==> src/hw/rtl/sssp_pkg.sv <==
`default_nettype none
package sssp_pkg;

	localparam int unsigned DEF_MAX_VERTICES = 64;
	localparam int unsigned DEF_MAX_EDGES    = 1024;
	localparam int unsigned DEF_WEIGHT_BITS  = 16;

	// widest vertex index and distance over the legal parameter ranges
	localparam int unsigned VMAX_W = 10;
	localparam int unsigned DMAX_W = 41;

	typedef struct packed {
		logic              init;
		logic [VMAX_W-1:0] start_idx;
		logic              start_ok;
		logic              visit;
		logic [VMAX_W-1:0] pick;
		logic              relax;
		logic [VMAX_W-1:0] dst;
		logic [DMAX_W-1:0] cand;
	} ctl_t;

	typedef struct packed {
		logic              found;
		logic [VMAX_W-1:0] idx;
		logic [DMAX_W-1:0] dval;
	} tok_t;

endpackage
`default_nettype wire

==> src/hw/rtl/sssp_cell.sv <==
`default_nettype none
module sssp_cell #(
	parameter int unsigned IDX = 0,
	parameter int unsigned DW  = 22
) (
	input  logic              clk,
	input  logic              arst_n,
	input  logic              active,
	input  sssp_pkg::ctl_t    ctl,
	input  sssp_pkg::tok_t    tok_in,
	output sssp_pkg::tok_t    tok_out,
	output logic [DW-1:0]     best,
	output logic              reach
);
	import sssp_pkg::*;

	logic [DW-1:0] dist_q;
	logic          vis_q;
	logic          reach_q;
	tok_t          tok_q;
	logic          mine_dst;
	logic          take;
	logic          better;
	logic [DW-1:0] cand;

	assign cand     = ctl.cand[DW-1:0];
	assign mine_dst = ctl.relax && (ctl.dst == VMAX_W'(IDX));
	assign take     = mine_dst && !vis_q && (!reach_q || (cand < dist_q));
	// strict compare keeps the lower index on ties
	assign better   = active && !vis_q && reach_q &&
		(!tok_in.found || (DMAX_W'(dist_q) < tok_in.dval));

	always_ff @(posedge clk or negedge arst_n) begin
		if (!arst_n) begin
			vis_q   <= 1'b0;
			reach_q <= 1'b0;
			tok_q   <= '0;
		end else begin
			if (ctl.init) begin
				vis_q   <= 1'b0;
				reach_q <= ctl.start_ok && (ctl.start_idx == VMAX_W'(IDX));
			end else begin
				if (ctl.visit && (ctl.pick == VMAX_W'(IDX))) begin
					vis_q <= 1'b1;
				end
				if (take) begin
					reach_q <= 1'b1;
				end
			end
			if (better) begin
				tok_q.found <= 1'b1;
				tok_q.idx   <= VMAX_W'(IDX);
				tok_q.dval  <= DMAX_W'(dist_q);
			end else begin
				tok_q <= tok_in;
			end
		end
	end

	always_ff @(posedge clk) begin
		if (ctl.init) begin
			dist_q <= '0;
		end else if (take) begin
			dist_q <= cand;
		end
	end

	assign tok_out = tok_q;
	assign best    = dist_q;
	assign reach   = reach_q;
endmodule
`default_nettype wire

==> config.mk <==
export PLATFORM = sky130hd
export DESIGN_NAME = sssp_cell
export DESIGN_NICKNAME = d
export VERILOG_FILES = /design/src/hw/rtl/sssp_pkg.sv /design/src/hw/rtl/sssp_cell.sv
export SDC_FILE = /design/constraint.sdc
export NUM_CORES = 1
export LEC_CHECK = 0
export BUFFER_PORTS_ARGS = -buffer_cell sky130_fd_sc_hd__buf_4
export CAP_MARGIN = 40
export CORE_UTILIZATION = 30
export DETAILED_ROUTE_END_ITERATION = 10
export SLEW_MARGIN = 20
export SYNTH_ARGS = -nofsm -noshare
export SYNTH_HDL_FRONTEND = slang
export SYNTH_SLANG_ARGS = --single-unit
==> constraint.sdc <==
create_clock -name clk -period 6.1 [get_ports clk]
set_input_delay 0.915 -clock clk [delete_from_list [all_inputs] [get_ports clk]]
set_output_delay 0.915 -clock clk [all_outputs]
set_load 0.005 [all_outputs]
After elaboration in Yosys (flattened, before gate mapping)
Index checks and enable logic that the tools add are counted.
Storage, ports and cells
  register bits after elaboration: 76
  input bits: 130
Cells by class
  $lt $le $gt $ge: 2
  mux-type cells: 5
  reductions and logical operators: 18
Operators with widths (count)
  $mux 52: 1
  $lt 22x41->1: 1
  $logic_not 10->1: 3
  $lt 22x22->1: 1
  $logic_and 1x1->1: 8
  $mux 1: 4
  $reduce_bool 2->1: 2
  $logic_not 1->1: 3
  $logic_or 1x1->1: 2

Longest topological paths before layout
  depth in word-level cells: 6
  gate-level depth with buffers: 10
  mapped depth without buffers: 8

Worst setup path after synthesis
Ideal clock, no wire load.
  path kind: input to register
  start point: input tok_in[20] (netlist bit)
  end point: register tok_q (netlist bit tok_out[0])
  setup time: 0.127 ns
  arrival: 2.561 ns
  required time: 5.973 ns
  path slack: 3.412 ns
  stages: 9
  buffers on the path: 1
  path through: inv_1 ha_1 and4_4 a21o_1 a311o_1 a21oi_1 a21boi_2 buf_6 mux2_1
Between the ends
  cells in the longest elaborated chain, start to end: 4
Ends and longest elaborated chain
  start: declaration: line sssp_cell.sv:10  | input sssp_pkg::tok_t tok_in,
  $lt 22x41->1: line sssp_cell.sv:31  | (!tok_in.found || (DMAX_W'(dist_q) < tok_in.dval));
  $logic_or 1x1->1: line sssp_cell.sv:31
  $logic_and 1x1->1: line sssp_cell.sv:30  | assign better = active && !vis_q && reach_q &&
  $mux 52: line sssp_cell.sv:50  | if (better) begin
  end signal: assignment: line sssp_cell.sv:55  | tok_q <= tok_in;
  end: declaration: line sssp_cell.sv:20  | tok_t tok_q;
Every way passes these cells.
A chain may end at the register's enable or synchronous reset.

Worst setup path after layout
  start point: input tok_in[16] (netlist bit)
  end point: register tok_q (netlist bit tok_out[0])
Same word-level chain as after synthesis.

==> summary.md <==
| Metric | Value |
|---|---|
| Status | `completed` |
| Post-synth top cells | `54 x dfrtp_1, 43 x inv_1, 43 x mux2i_1` |
| Hold WS | `513 ps` |
| CP Max Fanout | `34` |
| Via density | `4.49` |
| Initial Utilization | `0.306` |
| Most common cell in the netlist | `dfrtp_1` |
| Yosys cell types | `39` |
| Layout Nets | `720` |
| Std-Cell Rows | `between 40 and 50` |
| Clk sinks | `76` |
| Sum of negative setup slack | `0 ps` |
| H-tree depth | `3` |
| Max frequency | `approximately 330 MHz` |
| Top_reg_cell synth | `dfrtp_1` |
| Post-synthesis sequential area ratio | `0.465` |
| Setup bufs post-CTS | `0` |
| CTS hold repair buffers | `0` |
| Syn Nets | `531` |
| # setup viols final | `0` |
| Worst Setup End Kind | `register` |
| Critical path arrival | `3220 ps` |
| Tot GR Track Use | `0.163` |
| Antenna violations before repair | `0` |
| DRC | `0` |
| Synth Warn # | `0` |
| Setup Crit Path Kind | `in2reg` |
| Mapped Area | `0.00385 sq mm` |
| Die Ht | `115 um` |
| Tcrit/Tclk final | `0.493` |
| Worst-Skew Late Latency | `~330 ps` |
| DP Area | `0.00544 sq mm` |
| Number of global-route vias before repair | `roughly 3.4k` |
| RSZ-0062 raised after global routing | `no` |
| DR iter-0 viols | `a little over 70` |
| Max VDD drop | `91.8 uV` |
| Post-DP HPWL | `8.42 mm` |
| First-pass GRT wire length | `16.3 mm` |
| Final setup skew | `6.87 ps` |
| CP Launch Type | `primary input` |
| CTS tree | `built` |
| Slew headroom | `0.541` |
| Via count | `3253` |
| Post-Syn Instances | `~360` |
| Fin. max-slew vios | `0` |
| Wire per inst | `14.5 um` |
| Final Hold Vio Count | `0` |
| Top-Level Pins | `slightly above 200` |
| Pwr per Cell Area | `approximately 210 mW/mm^2` |
| Area grow syn2layout | `48.7%` |
| Fin area | `~0.0057 sq mm` |
| RePlAce Congestion | `between 0.7 and 0.8` |
| Worst-Margin Slew | `689 ps` |
| Synth top area share | `0.351` |
| Core ar. | `between 0.01 and 0.015 sq mm` |
| Post_cts resized | `0` |
| Clock Tree Buf Depth | `2` |
| Total gr overflow | `0` |
| Largest net degree at the start of global routing | `55` |
| Required time worst endpoint | `6310 ps` |
| CTS clk-pin slew, worst paths | `60 ps` |
| P_leak | `3.01 nW` |
| PortBufs | `185` |
| Post-synth ARST share | `0.711` |
| DRT antenna net count | `0` |
| Share of cells above drive strength 1 | `0.380` |
| Syn Area/Cell | `10.7 sq um` |
| Hold WC Path Type | `reg2reg` |
| EDFF count, synth | `0` |
| Synth top area cells | `dfrtp_1 35%, ha_1 14%, dfxtp_1 11%` |
| DIE AREA | `0.0133 sq mm` |
| Post-synth top area cell | `dfrtp_1` |
| Antenna diodes | `0` |
| Number of fill cells | `between 1k and 1.5k` |
| Max Cap Viol | `0` |
| TritonRoute pass-1 iters | `4` |
| Die W | `115 um` |
| Total CTS buffers | `9` |
| Register bit total from synthesis | `76` |
| Final min period | `3010 ps` |
| Final wirelength | `10.5 mm` |
| CTS root buffer | `clkbuf_16` |
worst paths after layout:
kind / start / end / slack (ps) / cells after the start
min: best[3] / tok_out[3] / 510 / 2
max reg2reg: best[16] / tok_out[0] / 3450 / 8
max: tok_in[16] / tok_out[0] / 3090 / 10
min in group asynchronous: arst_n / tok_out[18] / 620 / 1
min reg2reg: best[3] / tok_out[3] / 510 / 2
max in group asynchronous: arst_n / tok_out[31] / 5010 / 1
through the flow:
stage,power [mW],worst slack [ps],util,cells
final,1.18,3090,0.456,725
after global routing,1.24,2970,0.456,725
after CTS,1.20,3080,0.456,725
after detailed placement,0.681,2730,0.433,709
after global placement,0.678,2680,0.430,708
after floorplan,0.576,3410,-,359
state kept, by name (all words and copies together) (netlist names):
name	flops
best	22
reach	1
tok_out	52
vis_q	1
layout by cell type, fill, tap and decap left out, types with 9 or more instances in the layout:
master / instances
nor4_1: 9
inv_1: 43
a21oi_1: 15
dfrtp_1: 54
mux2i_1: 43
o21ai_0: 10
dfxtp_1: 22
buf_4: 186
nor2_1: 30
ha_1: 42
clkbuf_16: 9
and2_1: 29
nand2_1: 14
per-layer routing:
| layer | vias to the layer above | GRT usage | share of wire |
|---|---|---|---|
| li1 | 1607 | - | - |
| met2 | 124 | 0.304 | 0.51 |
| met5 | - | 0 | 0 |
| met4 | 0 | 0.0701 | 0.018 |
| met1 | 1509 | 0.175 | 0.40 |
| met3 | 13 | 0.0395 | 0.066 |
power breakdown:
part           switching [mW]  internal [mW]  leakage [nW]
clock                   0.202          0.308         0.138
combinational          0.0569         0.0874          2.06
sequential            0.00488          0.519         0.811
total                   0.264          0.915          3.01
cells by family after synthesis:
group           synth area share
simple gates               0.146
flops                      0.465
buf+inv                   0.0607
mux                        0.115
compound gates            0.0770
fa+ha+maj                  0.136
critical path, cell delays in order:
cell and delay, ps:
buf_4 70, inv_1 40, ha_1 310, nand4_1 120
nor4_1 310, and4_1 310, o41ai_2 120, a21boi_4 190
buf_4 450, mux2_1 370
final cells by class:
cell class | count | area, sq um | share of cell area
clock buffer | 13 | 270 | 0.0472
clock inverter | 3 | 20.0 | 0.00350
inverter | 43 | 161 | 0.0282
multi-input combinational | 231 | 1840 | 0.322
sequential | 76 | 1790 | 0.313
tap | 172 | 215 | 0.0376
timing repair buffer | 187 | 1420 | 0.249
(Power assumes the default switching activity.)
